`src/hdl/bmps_pkg.sv`:
```
// Shared types, register indexes, reset values and task constants of the
// battery monitor and power switch core. No dependencies.
`default_nettype none
package bmps_pkg;

   // task codes carried in func
   localparam logic [1:0] FUNC_VOLTAGE = 2'd0;
   localparam logic [1:0] FUNC_PIN     = 2'd1;
   localparam logic [1:0] FUNC_SWITCH  = 2'd2;

   // configuration register indexes
   localparam int unsigned CSR_INDEX_W = 4;
   localparam int unsigned CSR_DATA_W  = 20;
   localparam logic [CSR_INDEX_W-1:0] REG_FAULT_THRESHOLD     = 4'd0;
   localparam logic [CSR_INDEX_W-1:0] REG_LOWER_THRESHOLD     = 4'd1;
   localparam logic [CSR_INDEX_W-1:0] REG_LOWEST_THRESHOLD    = 4'd2;
   localparam logic [CSR_INDEX_W-1:0] REG_HALL_PERIOD_LIMIT   = 4'd3;
   localparam logic [CSR_INDEX_W-1:0] REG_SWITCH_THRESHOLD    = 4'd4;
   localparam logic [CSR_INDEX_W-1:0] REG_AUTO_OFF_LIMIT      = 4'd5;
   localparam logic [CSR_INDEX_W-1:0] REG_DEBOUNCE_COUNT      = 4'd6;
   localparam logic [CSR_INDEX_W-1:0] REG_LOWEST_UPDATE_COUNT = 4'd7;

   // register reset values
   localparam logic [11:0] RST_FAULT_THRESHOLD     = 12'd720;
   localparam logic [11:0] RST_LOWER_THRESHOLD     = 12'd1373;
   localparam logic [11:0] RST_LOWEST_THRESHOLD    = 12'd1360;
   localparam logic [15:0] RST_HALL_PERIOD_LIMIT   = 16'd1350;
   localparam logic [11:0] RST_SWITCH_THRESHOLD    = 12'd1240;
   localparam logic [19:0] RST_AUTO_OFF_LIMIT      = 20'd292968;
   localparam logic [7:0]  RST_DEBOUNCE_COUNT      = 8'd10;
   localparam logic [7:0]  RST_LOWEST_UPDATE_COUNT = 8'd80;

   // task constants
   localparam logic [15:0]        LOWEST_RESET  = 16'hFFFF;
   localparam logic signed [15:0] QUALIFY_LIMIT = 16'sd105;
   localparam logic [9:0]         SINCE_MAX     = 10'd1000;
   localparam logic [9:0]         LONG_PRESS    = 10'd800;
   localparam logic [8:0]         RELEASE_MIN   = 9'd6;
   localparam logic [8:0]         RELEASE_MAX   = 9'd500;

   // configuration bundle
   typedef struct packed {
      logic [11:0] fault_threshold;
      logic [11:0] lower_threshold;
      logic [11:0] lowest_threshold;
      logic [15:0] hall_period_limit;
      logic [11:0] switch_threshold;
      logic [19:0] auto_off_limit;
      logic [7:0]  debounce_count;
      logic [7:0]  lowest_update_count;
   } cfg_type;

   // one registered input transaction
   typedef struct packed {
      logic [1:0]         func;
      logic [11:0]        sample_0;
      logic [11:0]        sample_1;
      logic [11:0]        sample_2;
      logic [11:0]        sample_3;
      logic signed [15:0] current_diff;
      logic [15:0]        hall_period;
      logic               low_pin;
      logic               motor_moving;
      logic               external_fault;
   } item_type;

   // status reported with every result
   typedef struct packed {
      logic [11:0] battery_average;
      logic        battery_fault;
      logic        voltage_lower;
      logic        voltage_lowest;
      logic        low_run_out;
      logic        battery_low;
      logic        powered_on;
      logic        power_off;
      logic [15:0] lowest_voltage;
   } status_type;

endpackage
`default_nettype wire

```
`src/hdl/bmps_csr.sv`:
```
// Configuration register file of the battery monitor core.
// Depends on bmps_pkg for the register indexes, reset values and cfg_type.
`default_nettype none
module bmps_csr (
   input  wire                                  clock,
   input  wire                                  reset,
   input  wire                                  csr_valid,
   output logic                                 csr_ready,
   input  wire  [bmps_pkg::CSR_INDEX_W-1:0]     csr_index,
   input  wire  [bmps_pkg::CSR_DATA_W-1:0]      csr_wdata,
   output bmps_pkg::cfg_type                    cfg
);
   import bmps_pkg::*;

   cfg_type cfg_ff;
   logic    write;

   // writes are always accepted at once, csr_ready is tied high
   assign csr_ready = 1'b1;
   assign write     = csr_valid & csr_ready;
   assign cfg       = cfg_ff;

   // register writes, unknown indexes are dropped
   always_ff @(posedge clock) begin
      if (reset) begin
         cfg_ff.fault_threshold     <= RST_FAULT_THRESHOLD;
         cfg_ff.lower_threshold     <= RST_LOWER_THRESHOLD;
         cfg_ff.lowest_threshold    <= RST_LOWEST_THRESHOLD;
         cfg_ff.hall_period_limit   <= RST_HALL_PERIOD_LIMIT;
         cfg_ff.switch_threshold    <= RST_SWITCH_THRESHOLD;
         cfg_ff.auto_off_limit      <= RST_AUTO_OFF_LIMIT;
         cfg_ff.debounce_count      <= RST_DEBOUNCE_COUNT;
         cfg_ff.lowest_update_count <= RST_LOWEST_UPDATE_COUNT;
      end else if (write) begin
         unique case (csr_index)
            REG_FAULT_THRESHOLD:     cfg_ff.fault_threshold     <= csr_wdata[11:0];
            REG_LOWER_THRESHOLD:     cfg_ff.lower_threshold     <= csr_wdata[11:0];
            REG_LOWEST_THRESHOLD:    cfg_ff.lowest_threshold    <= csr_wdata[11:0];
            REG_HALL_PERIOD_LIMIT:   cfg_ff.hall_period_limit   <= csr_wdata[15:0];
            REG_SWITCH_THRESHOLD:    cfg_ff.switch_threshold    <= csr_wdata[11:0];
            REG_AUTO_OFF_LIMIT:      cfg_ff.auto_off_limit      <= csr_wdata[19:0];
            REG_DEBOUNCE_COUNT:      cfg_ff.debounce_count      <= csr_wdata[7:0];
            REG_LOWEST_UPDATE_COUNT: cfg_ff.lowest_update_count <= csr_wdata[7:0];
            default: ;
         endcase
      end
   end

endmodule
`default_nettype wire

```
`src/hdl/bmps_engine.sv`:
```
// Supervisor state and the three housekeeping tasks: voltage, pin debounce
// and power switch. Depends on bmps_pkg for item, status and cfg types.
`default_nettype none
module bmps_engine (
   input  wire                    clock,
   input  wire                    reset,
   input  wire                    advance,
   input  bmps_pkg::item_type     item,
   input  bmps_pkg::cfg_type      cfg,
   output bmps_pkg::status_type   status
);
   import bmps_pkg::*;

   logic [15:0] lowest_level_ff, lowest_level_in;
   logic [7:0]  drop_counter_ff, drop_counter_in;
   logic        fault_latch_ff, fault_latch_in;
   logic [2:0]  level_flags_ff, level_flags_in;
   logic        low_flag_ff, low_flag_in;
   logic [7:0]  pin_high_counter_ff, pin_high_counter_in;
   logic [7:0]  pin_low_counter_ff, pin_low_counter_in;
   logic        on_flag_ff, on_flag_in;
   logic [9:0]  since_start_counter_ff, since_start_counter_in;
   logic [8:0]  released_counter_ff, released_counter_in;
   logic [19:0] auto_off_counter_ff, auto_off_counter_in;
   logic        off_latch_ff, off_latch_in;

   logic [13:0] sample_sum;
   logic [11:0] average;
   logic        qualify;
   logic        pressed;
   logic [9:0]  since_inc;
   logic [15:0] lowest_tmp;
   logic        lower_bit, lowest_bit, runout_bit;

   // average of the four samples
   assign sample_sum = {2'b00, item.sample_0} + {2'b00, item.sample_1}
                     + {2'b00, item.sample_2} + {2'b00, item.sample_3};
   assign average    = sample_sum[13:2];

   assign qualify   = (item.current_diff > 16'sd0) && (item.current_diff < QUALIFY_LIMIT)
                    && (lowest_level_ff > {4'b0000, average});
   assign pressed   = average <= cfg.switch_threshold;
   assign since_inc = (since_start_counter_ff < SINCE_MAX) ? since_start_counter_ff + 10'd1
                                                            : since_start_counter_ff;

   // lowest level after the slow update and the battery-low override
   always_comb begin
      lowest_tmp      = lowest_level_ff;
      drop_counter_in = drop_counter_ff;
      if (qualify) begin
         if (drop_counter_ff >= cfg.lowest_update_count) begin
            drop_counter_in = 8'd0;
            lowest_tmp      = {4'b0000, average};
         end else begin
            drop_counter_in = drop_counter_ff + 8'd1;
         end
      end
      if (low_flag_ff) begin
         lowest_tmp = {4'b0000, average};
      end
   end

   assign lower_bit  = lowest_tmp < {4'b0000, cfg.lower_threshold};
   assign lowest_bit = lowest_tmp <= {4'b0000, cfg.lowest_threshold};
   assign runout_bit = (item.hall_period < cfg.hall_period_limit) && lowest_bit;

   // next state by task
   always_comb begin
      lowest_level_in        = lowest_level_ff;
      fault_latch_in         = fault_latch_ff;
      level_flags_in         = level_flags_ff;
      low_flag_in            = low_flag_ff;
      pin_high_counter_in    = pin_high_counter_ff;
      pin_low_counter_in     = pin_low_counter_ff;
      on_flag_in             = on_flag_ff;
      since_start_counter_in = since_start_counter_ff;
      released_counter_in    = released_counter_ff;
      auto_off_counter_in    = auto_off_counter_ff;
      off_latch_in           = off_latch_ff;
      unique case (item.func)
         FUNC_VOLTAGE: begin
            if (average <= cfg.fault_threshold) begin
               fault_latch_in = 1'b1;
            end
            lowest_level_in = lowest_tmp;
            level_flags_in  = {runout_bit, lowest_bit, lower_bit};
         end
         FUNC_PIN: begin
            if (item.low_pin) begin
               pin_low_counter_in = 8'd0;
               if (pin_high_counter_ff >= cfg.debounce_count) begin
                  low_flag_in = 1'b0;
               end else begin
                  pin_high_counter_in = pin_high_counter_ff + 8'd1;
               end
            end else begin
               pin_high_counter_in = 8'd0;
               if (pin_low_counter_ff >= cfg.debounce_count) begin
                  low_flag_in = 1'b1;
               end else begin
                  pin_low_counter_in = pin_low_counter_ff + 8'd1;
               end
            end
         end
         FUNC_SWITCH: begin
            since_start_counter_in = since_inc;
            if (!on_flag_ff) begin
               if (pressed) begin
                  on_flag_in = 1'b1;
               end
            end else begin
               // press after a release: powers off once since_start reaches LONG_PRESS, else sets it there
               if (pressed) begin
                  if (released_counter_ff > RELEASE_MIN) begin
                     if (since_inc >= LONG_PRESS) begin
                        off_latch_in = 1'b1;
                     end else begin
                        since_start_counter_in = LONG_PRESS;
                     end
                  end
                  released_counter_in = 9'd0;
               end else if (released_counter_ff < RELEASE_MAX) begin
                  released_counter_in = released_counter_ff + 9'd1;
               end
               // auto-off while moving with a fault present
               if (item.motor_moving && (fault_latch_ff || item.external_fault)) begin
                  if (auto_off_counter_ff >= cfg.auto_off_limit) begin
                     off_latch_in = 1'b1;
                  end else begin
                     auto_off_counter_in = auto_off_counter_ff + 20'd1;
                  end
               end else begin
                  auto_off_counter_in = 20'd0;
               end
            end
         end
         default: ;
      endcase
   end

   // state registers, updated once per transaction
   always_ff @(posedge clock) begin
      if (reset) begin
         lowest_level_ff        <= LOWEST_RESET;
         drop_counter_ff        <= 8'd0;
         fault_latch_ff         <= 1'b0;
         level_flags_ff         <= 3'd0;
         low_flag_ff            <= 1'b0;
         pin_high_counter_ff    <= 8'd0;
         pin_low_counter_ff     <= 8'd0;
         on_flag_ff             <= 1'b0;
         since_start_counter_ff <= 10'd0;
         released_counter_ff    <= 9'd0;
         auto_off_counter_ff    <= 20'd0;
         off_latch_ff           <= 1'b0;
      end else if (advance) begin
         lowest_level_ff        <= lowest_level_in;
         if (item.func == FUNC_VOLTAGE) begin
            drop_counter_ff     <= drop_counter_in;
         end
         fault_latch_ff         <= fault_latch_in;
         level_flags_ff         <= level_flags_in;
         low_flag_ff            <= low_flag_in;
         pin_high_counter_ff    <= pin_high_counter_in;
         pin_low_counter_ff     <= pin_low_counter_in;
         on_flag_ff             <= on_flag_in;
         since_start_counter_ff <= since_start_counter_in;
         released_counter_ff    <= released_counter_in;
         auto_off_counter_ff    <= auto_off_counter_in;
         off_latch_ff           <= off_latch_in;
      end
   end

   // status after this transaction
   assign status.battery_average = average;
   assign status.battery_fault   = fault_latch_in;
   assign status.voltage_lower   = level_flags_in[0];
   assign status.voltage_lowest  = level_flags_in[1];
   assign status.low_run_out     = level_flags_in[2];
   assign status.battery_low     = low_flag_in;
   assign status.powered_on      = on_flag_in;
   assign status.power_off       = off_latch_in;
   assign status.lowest_voltage  = lowest_level_in;

endmodule
`default_nettype wire

```
`src/hdl/battery_monitor_power_switch_core.sv`:
```
// Battery monitor and power switch core, top level: input register, task
// engine and result register. Depends on bmps_pkg, bmps_csr and bmps_engine.
//
// One transaction is accepted per clock while req_stall is low, and each
// gives one result: the input register feeds the task engine, whose status
// and state update are captured together in the result register.
// While a result is stalled, one more transaction is held in the input
// register before req_stall rises. Configuration writes complete at once
// (csr_ready is always high) and are meant to be made only while idle.
`default_nettype none
module battery_monitor_power_switch_core (
   input  wire                               clock,
   input  wire                               reset,
   // request channel
   input  wire                               req_valid,
   output logic                              req_stall,
   input  wire  [1:0]                        req_func,
   input  wire  [11:0]                       req_sample_0,
   input  wire  [11:0]                       req_sample_1,
   input  wire  [11:0]                       req_sample_2,
   input  wire  [11:0]                       req_sample_3,
   input  wire  signed [15:0]                req_current_diff,
   input  wire  [15:0]                       req_hall_period,
   input  wire                               req_low_pin,
   input  wire                               req_motor_moving,
   input  wire                               req_external_fault,
   // response channel
   output logic                              rsp_valid,
   input  wire                               rsp_stall,
   output logic [11:0]                       rsp_battery_average,
   output logic                              rsp_battery_fault,
   output logic                              rsp_voltage_lower,
   output logic                              rsp_voltage_lowest,
   output logic                              rsp_low_run_out,
   output logic                              rsp_battery_low,
   output logic                              rsp_powered_on,
   output logic                              rsp_power_off,
   output logic [15:0]                       rsp_lowest_voltage,
   // configuration channel
   input  wire                               csr_valid,
   output logic                              csr_ready,
   input  wire  [bmps_pkg::CSR_INDEX_W-1:0]  csr_index,
   input  wire  [bmps_pkg::CSR_DATA_W-1:0]   csr_wdata
);
   import bmps_pkg::*;

   cfg_type    cfg;
   item_type   item_ff;
   logic       item_valid_ff;
   status_type status;
   status_type result_ff;
   logic       result_valid_ff;
   logic       advance;
   logic       accept;

   // handshake: the held item moves on when the result register is free
   assign advance   = item_valid_ff & (~result_valid_ff | ~rsp_stall);
   assign req_stall = item_valid_ff & ~advance;
   assign accept    = req_valid & ~req_stall;

   bmps_csr u_csr (
      .clock     (clock),
      .reset     (reset),
      .csr_valid (csr_valid),
      .csr_ready (csr_ready),
      .csr_index (csr_index),
      .csr_wdata (csr_wdata),
      .cfg       (cfg)
   );

   // input register control
   always_ff @(posedge clock) begin
      if (reset) begin
         item_valid_ff <= 1'b0;
      end else if (accept) begin
         item_valid_ff <= 1'b1;
      end else if (advance) begin
         item_valid_ff <= 1'b0;
      end
   end

   // input register payload
   always_ff @(posedge clock) begin
      if (accept) begin
         item_ff.func           <= req_func;
         item_ff.sample_0       <= req_sample_0;
         item_ff.sample_1       <= req_sample_1;
         item_ff.sample_2       <= req_sample_2;
         item_ff.sample_3       <= req_sample_3;
         item_ff.current_diff   <= req_current_diff;
         item_ff.hall_period    <= req_hall_period;
         item_ff.low_pin        <= req_low_pin;
         item_ff.motor_moving   <= req_motor_moving;
         item_ff.external_fault <= req_external_fault;
      end
   end

   bmps_engine u_engine (
      .clock   (clock),
      .reset   (reset),
      .advance (advance),
      .item    (item_ff),
      .cfg     (cfg),
      .status  (status)
   );

   // result register control
   always_ff @(posedge clock) begin
      if (reset) begin
         result_valid_ff <= 1'b0;
      end else if (advance) begin
         result_valid_ff <= 1'b1;
      end else if (~rsp_stall) begin
         result_valid_ff <= 1'b0;
      end
   end

   // result register payload
   always_ff @(posedge clock) begin
      if (advance) begin
         result_ff <= status;
      end
   end

   assign rsp_valid           = result_valid_ff;
   assign rsp_battery_average = result_ff.battery_average;
   assign rsp_battery_fault   = result_ff.battery_fault;
   assign rsp_voltage_lower   = result_ff.voltage_lower;
   assign rsp_voltage_lowest  = result_ff.voltage_lowest;
   assign rsp_low_run_out     = result_ff.low_run_out;
   assign rsp_battery_low     = result_ff.battery_low;
   assign rsp_powered_on      = result_ff.powered_on;
   assign rsp_power_off       = result_ff.power_off;
   assign rsp_lowest_voltage  = result_ff.lowest_voltage;

endmodule
`default_nettype wire

```
`config.mk`:
```
export PLATFORM = sky130hd
export DESIGN_NAME = battery_monitor_power_switch_core
export DESIGN_NICKNAME = d
export VERILOG_FILES = /design/src/hdl/bmps_pkg.sv /design/src/hdl/bmps_csr.sv /design/src/hdl/bmps_engine.sv /design/src/hdl/battery_monitor_power_switch_core.sv
export SDC_FILE = /design/constraint.sdc
export NUM_CORES = 1
export LEC_CHECK = 0
export BUFFER_PORTS_ARGS = -buffer_cell sky130_fd_sc_hd__buf_4
export CORE_MARGIN = 1
export CORE_UTILIZATION = 50
export CTS_CLUSTER_DIAMETER = 120
export DETAILED_ROUTE_END_ITERATION = 8
export PLACE_DENSITY_LB_ADDON = 0.05
export SLEW_MARGIN = 10
export SYNTH_ARGS = -nofsm -noshare
export SYNTH_HDL_FRONTEND = slang
export SYNTH_SLANG_ARGS = --single-unit
```
`constraint.sdc`:
```
create_clock -name clock -period 9.95 [get_ports clock]
set_clock_uncertainty 0.2 [all_clocks]
set_input_delay 1.99 -clock clock [delete_from_list [all_inputs] [get_ports clock]]
set_output_delay 1.99 -clock clock [all_outputs]
set_load 0.01 [all_outputs]
```
# [Word-level counts from Yosys, hierarchy flattened]
# Index checks and enable logic that the tools add are counted.
# W data, S select, Z words.
[classes] add_sub_neg=9 magnitude_cmp=16 n_eq_ne=13 n_mux=39 n_bitwise=8 n_reduce_logical=23
[op_table] cell="$mux W16" count=4
[op_table] cell="$mux W10" count=5
[op_table] cell="$mux W20" count=2
[op_table] cell="$mux W8" count=5
[op_table] cell="$add A14 B12 Y14" count=2
[op_table] cell="$add A8 B1 Y8 const B" count=3
[op_table] cell="$ge A8 B8 Y1" count=3
[op_table] cell="$le A12 B12 Y1" count=2
[op_table] cell="$add A20 B1 Y20 const B" count=1
[op_table] cell="$ge A20 B20 Y1" count=1
[op_table] cell="$mux W1" count=20
[op_table] cell="$mux W9" count=2
[op_table] cell="$reduce_and A2 Y1" count=9
[op_table] cell="$eq A4 B3 Y1 const B" count=4
[op_table] cell="$gt A16 B1 Y1 const B" count=1
[op_table] cell="$gt A16 B12 Y1" count=1
[op_table] cell="$le A16 B12 Y1" count=1
[op_table] cell="$lt A16 B12 Y1" count=1
[op_table] cell="$lt A16 B16 Y1" count=1
[op_table] cell="$lt A16 B8 Y1 const B" count=1
[op_table] cell="$add A12 B12 Y13" count=1
[op_table] cell="$add A10 B1 Y10 const B" count=1
[op_table] cell="$ge A10 B10 Y1 const B" count=1
[op_table] cell="$lt A10 B10 Y1 const B" count=1
[op_table] cell="other kinds (20)" count=35
[totals] ff_bits=308 inputBits=114 output_inout_bits=38 word_cells=149

# [Logic depth before layout (Yosys ltp)]
[depth] depth_word=10 ltp_mapped=45 ltp_nobuf=44

# [Hierarchy]
# A second synthesis with hierarchy kept.
[hier_totals] cells_unflattened=1657 hier_area_um2=16434.5
[by_module_without_submodules] mod="bmps_engine" instances=1 cells_each=1110 area_per_inst_um2=8725.9 seq_area_each_um2=1721.7
[by_module_without_submodules] mod="bmps_csr" instances=1 cells_each=417 area_per_inst_um2=4018.9 seq_area_each_um2=2001.9
[by_module_without_submodules] mod="battery_monitor_power_switch_core" instances=1 cells_each=130 area_per_inst_um2=3689.8 seq_area_each_um2=3643.5

# [Worst setup path after synthesis]
# No wires, ideal clock.
[synth_timing] path_type="flip-flop to flip-flop" start="reg item_ff[59] in the netlist's numbering" end="reg u_engine.level_flags_ff[1]" setup_ns=0.071 arrival_time_ns=7.427 t_required_ns=9.679 setup_slack_ns=2.252 stages_incl_launch_ff=45 path_buffers=1 synth_period_minus_slack_ns=7.698 path_cell_list="edfxtp_1 > ha_1 > inv_1 > fa_1 > inv_1 > a21oi_1 > o21ai_0 > a21oi_1 > o21ai_0 > a21o_1 > nand2_1 > a21oi_1 > o21ai_0 > nand2b_1 > xnor2_1 > fa_1 > inv_1 > ha_1 > (+9 left out) > o21ai_1 > a31oi_2 > a31oi_4 > clkbuf_1 > mux2_2 > ha_1 > nor2b_1 > o21a_1 > o21a_1 > o21a_1 > o21a_1 > o21ai_0 > nand2b_1 > a21oi_1 > o21ai_0 > a21oi_1 > a22oi_1 > nor2_1"
[synth_rtl] element="start, declared" line_no="battery_monitor_power_switch_core.sv:48" rtl="item_type item_ff;"
[synth_rtl] element="end signal, assigned" line_no="bmps_engine.sv:162" rtl="level_flags_ff <= level_flags_in;"
[synth_rtl] element="end, declared" line_no="bmps_engine.sv:17" rtl="logic [2:0] level_flags_ff, level_flags_in;"

==> summary.md <==
| Metric | Value |
|---|---|
| Status | complete, but fails checks |
| Violated checks | design-rule violations |
| Maximum fanout count along the critical path | 23 |
| Count of final max-slew check failures | 0 |
| Non-filler cells in the finished layout | 2,205 |
| Kind of end point of the critical path | flip-flop |
| Yosys warning total | 0 |
| Type of the most critical hold path | reg -> reg |
| Clk sinks | 308 |
| Pre-Repair DR Iteration Count | 7 |
| Critical path's slowest cell | sky130_fd_sc_hd__fa_1 |
| Initial standard-cell utilization of the core | 51.2% |
| Gates resized, CTS repair | 0 |
| Sum of negative setup slack | 0 ns |
| CP Data Arrival Time | 8.44 ns |
| DR vias/cell | 5.32 |
| Final WL | 35,900 um |
| Average cell area after synthesis | 9.54 sq um |
| Post-CTS setup buffer count | 0 |
| Placeable core region | 30,800 sq um |
| CP dominant cell by count | sky130_fd_sc_hd__o21ai_0 |
| Peak per-stage delay on the critical path | 0.48 ns |
| Count of fill cells added during filler insertion | 2,652 |
| IR drop worst, VDD | 0.000166 V |
| Drt drc | 1 |
| CP Data Required Time | 10.10 ns |
| Count of H-tree levels built during CTS | 2 |
| Layout overhead on the synthesized area | 16.4% |
| Lkg Pwr | 0.00793 uW |
| Most common library cell in the layout ignoring fill and taps | sky130_fd_sc_hd__nand2_1 |
| Number of distinct library cells after synthesis | 72 |
| Antenna violations before repair | 0 |
| Routability congestion estimate | 0.898 |
| Area enclosed by the die boundary | 32,300 sq um |
| Proportion of layout cells with a drive suffix above 1 | 12.8% |
| First-pass GRT wire length | 58,000 um |
| Cell count after synthesis | 1,654 |
| Clock slew at reported path FFs | 0.06 ns |
| Number of global-route vias before repair | 11,100 |
| Transition time at the pin with the least slew margin | 1.11 ns |
| Buffer depth of the longest clock path | 3 |
| Vias after detailed routing | 11,700 |
| RSZ-0062 raised after global routing | false |
| Fraction of registers with async set or reset after synthesis | 0% |
| Startpoint type of the worst setup path | flip-flop |
| FF+latch count, synth | 308 |
| Maximum operating frequency | 121 MHz |
| Final Setup Violations | 0 |
| Io pins | 152 |
| Number of buffers created by CTS | 35 |
| Buffers on Ports | 150 |
| Antenna fix cells | 0 |
| Buffer type at the clock tree root | sky130_fd_sc_hd__clkbuf_16 |
| Site row count | 64 |
| HPWL after detailed placement | 26,300 um |
| Clock latency of the later-clocked register in the worst-skew pair | 0.52 ns |
| TritonCTS clock tree | done |
| Average wire per cell in the routed design | 16.3 um |
| Die span in y | 180 um |
| Share of the cycle needed by the critical path after routing | 83.3% |
| Mapped Area | 15,800 sq um |
| Flop2flop setup slack | 1.67 ns |
| Residual overflow from global routing | 0 |
| Number of violations of the max-capacitance limit | 0 |
| Die extent in x | 180 um |
| Part of the Yosys area used for sequential elements | 46.7% |
| Main synth FF type | sky130_fd_sc_hd__dfxtp_1 |
| Number of failing hold endpoints at the final stage | 0 |
| Number of cells in the design after placement | 2,142 |
| Path type of the worst setup path | reg -> reg |
| Remaining antenna violation count | 0 |
| Starting DRT DRC Count | 748 |
| Number of nets in the synthesized netlist | 1,923 |
| CTS Hold Bufs | 0 |
| Total global routing track utilization | 22.5% |
| Clock period minus worst slack | 8.28 ns |
| Power per Cell Area | 193 nW/um^2 |
| Pin count of the biggest net entering global routing | 82 |
| Worst hold slack after final layout | 0.253 ns |
| Count of nets after finishing | 2,052 |
| Post-synth EDFFs | 120 |
| Slew Limit Headroom | 26.3% |
| Total power draw | 3540 uW |
| Most frequent cells in the layout | sky130_fd_sc_hd__nand2_1 (190), sky130_fd_sc_hd__dfxtp_1 (188), sky130_fd_sc_hd__inv_1 (179) |
-- state kept, by name, summed over array words and instances, names as in the netlist, 3 cells and up --
name,flops
u_engine.level_flags_ff,3
rsp_battery_average,12
u_engine.lowest_level_ff,16
u_engine.pin_high_counter_ff,8
u_engine.pin_low_counter_ff,8
u_csr.cfg,100
u_engine.since_start_counter_ff,10
u_engine.released_counter_ff,9
rsp_lowest_voltage,16
u_engine.auto_off_counter_ff,20
item_ff,85
u_engine.drop_counter_ff,8
-- worst paths after layout --
check	start	end	cells after the start
worst max register to register	item_ff[59]	rsp_low_run_out	44
worst max-delay path	item_ff[59]	rsp_low_run_out	44
worst min register to register	u_csr.cfg[20]	u_csr.cfg[20]	2
worst min-delay path	u_csr.cfg[20]	u_csr.cfg[20]	2
-- metal layers --
layer / vias to the layer above / track usage, % / wire length, um
li1: 5979 / - / -
met1: 5448 / 29.5 / 16500
met2: 242 / 37.8 / 16800
met3: 63 / 3.30 / 1540
met4: 0 / 7.93 / 1060
met5: - / 0 / 0
-- Yosys cell counts (25+ instances only) --
cell                       instances  share of area, %
sky130_fd_sc_hd__nand2_1         190               4.5
sky130_fd_sc_hd__ha_1            142                11
sky130_fd_sc_hd__a211o_1          42               2.3
sky130_fd_sc_hd__xnor2_1          26               1.4
sky130_fd_sc_hd__a21o_1           54               2.6
sky130_fd_sc_hd__nor2_1          139               3.3
sky130_fd_sc_hd__edfxtp_1        120                23
sky130_fd_sc_hd__nand4_1          29               1.2
sky130_fd_sc_hd__clkbuf_1         51               1.2
sky130_fd_sc_hd__o21ai_0          74               2.3
sky130_fd_sc_hd__xor2_1           25               1.4
sky130_fd_sc_hd__inv_1           179               4.3
sky130_fd_sc_hd__dfxtp_1         188                24
sky130_fd_sc_hd__a21oi_1         120               3.8
-- cell families after synthesis --
kind of cell	after synthesis	share of synthesized area, %
multiplexers	25	1.60
buffers and inverters	246	6.01
AND/OR/NAND/NOR	507	14.9
flip-flops	308	46.7
XOR/XNOR	53	3.15
AO/OA/AOI/OAI	358	14.6
adder cells (fa/ha/maj)	156	13.0
other	1	0.0238
-- critical path, delay by kind of cell (launching register included) --
| family | cells | cell delay, ns |
|---|---|---|
| muxes | 1 | 0.31 |
| buffers and inverters | 5 | 0.52 |
| DFF | 1 | 0.32 |
| AOI/OAI and AO/OA | 21 | 3.41 |
| adders and majority gates | 6 | 1.96 |
| xor gates and xnor gates | 1 | 0.08 |
| and+or+nand+nor | 10 | 1.31 |
-- final cells by class --
cell class,count,area [sq um],area share [%]
clock inverter,14,118,0.641
inverter,181,679,3.70
tap,396,495,2.70
sequential,308,7370,40.1
timing repair buffer,157,1180,6.42
multi-input combinational,1100,7480,40.8
clock buffer,49,1030,5.63
-- through the flow --
step	util (%)	worst slack (ns)	cell area, sq um
after floorplan	-	2.25	15800
after global placement	55.8	1.83	17200
after detailed placement	55.8	1.65	17200
after CTS	59.5	1.61	18400
after global routing	59.5	0.844	18400
final	59.5	1.67	18400
-- report_power, final --
group          switching, uW  leakage [uW]  internal, uW
combinational            535       0.00472           331
sequential              17.9       0.00263          1370
clock                    504      0.000575           777
Power figures use the tool's default switching activity.
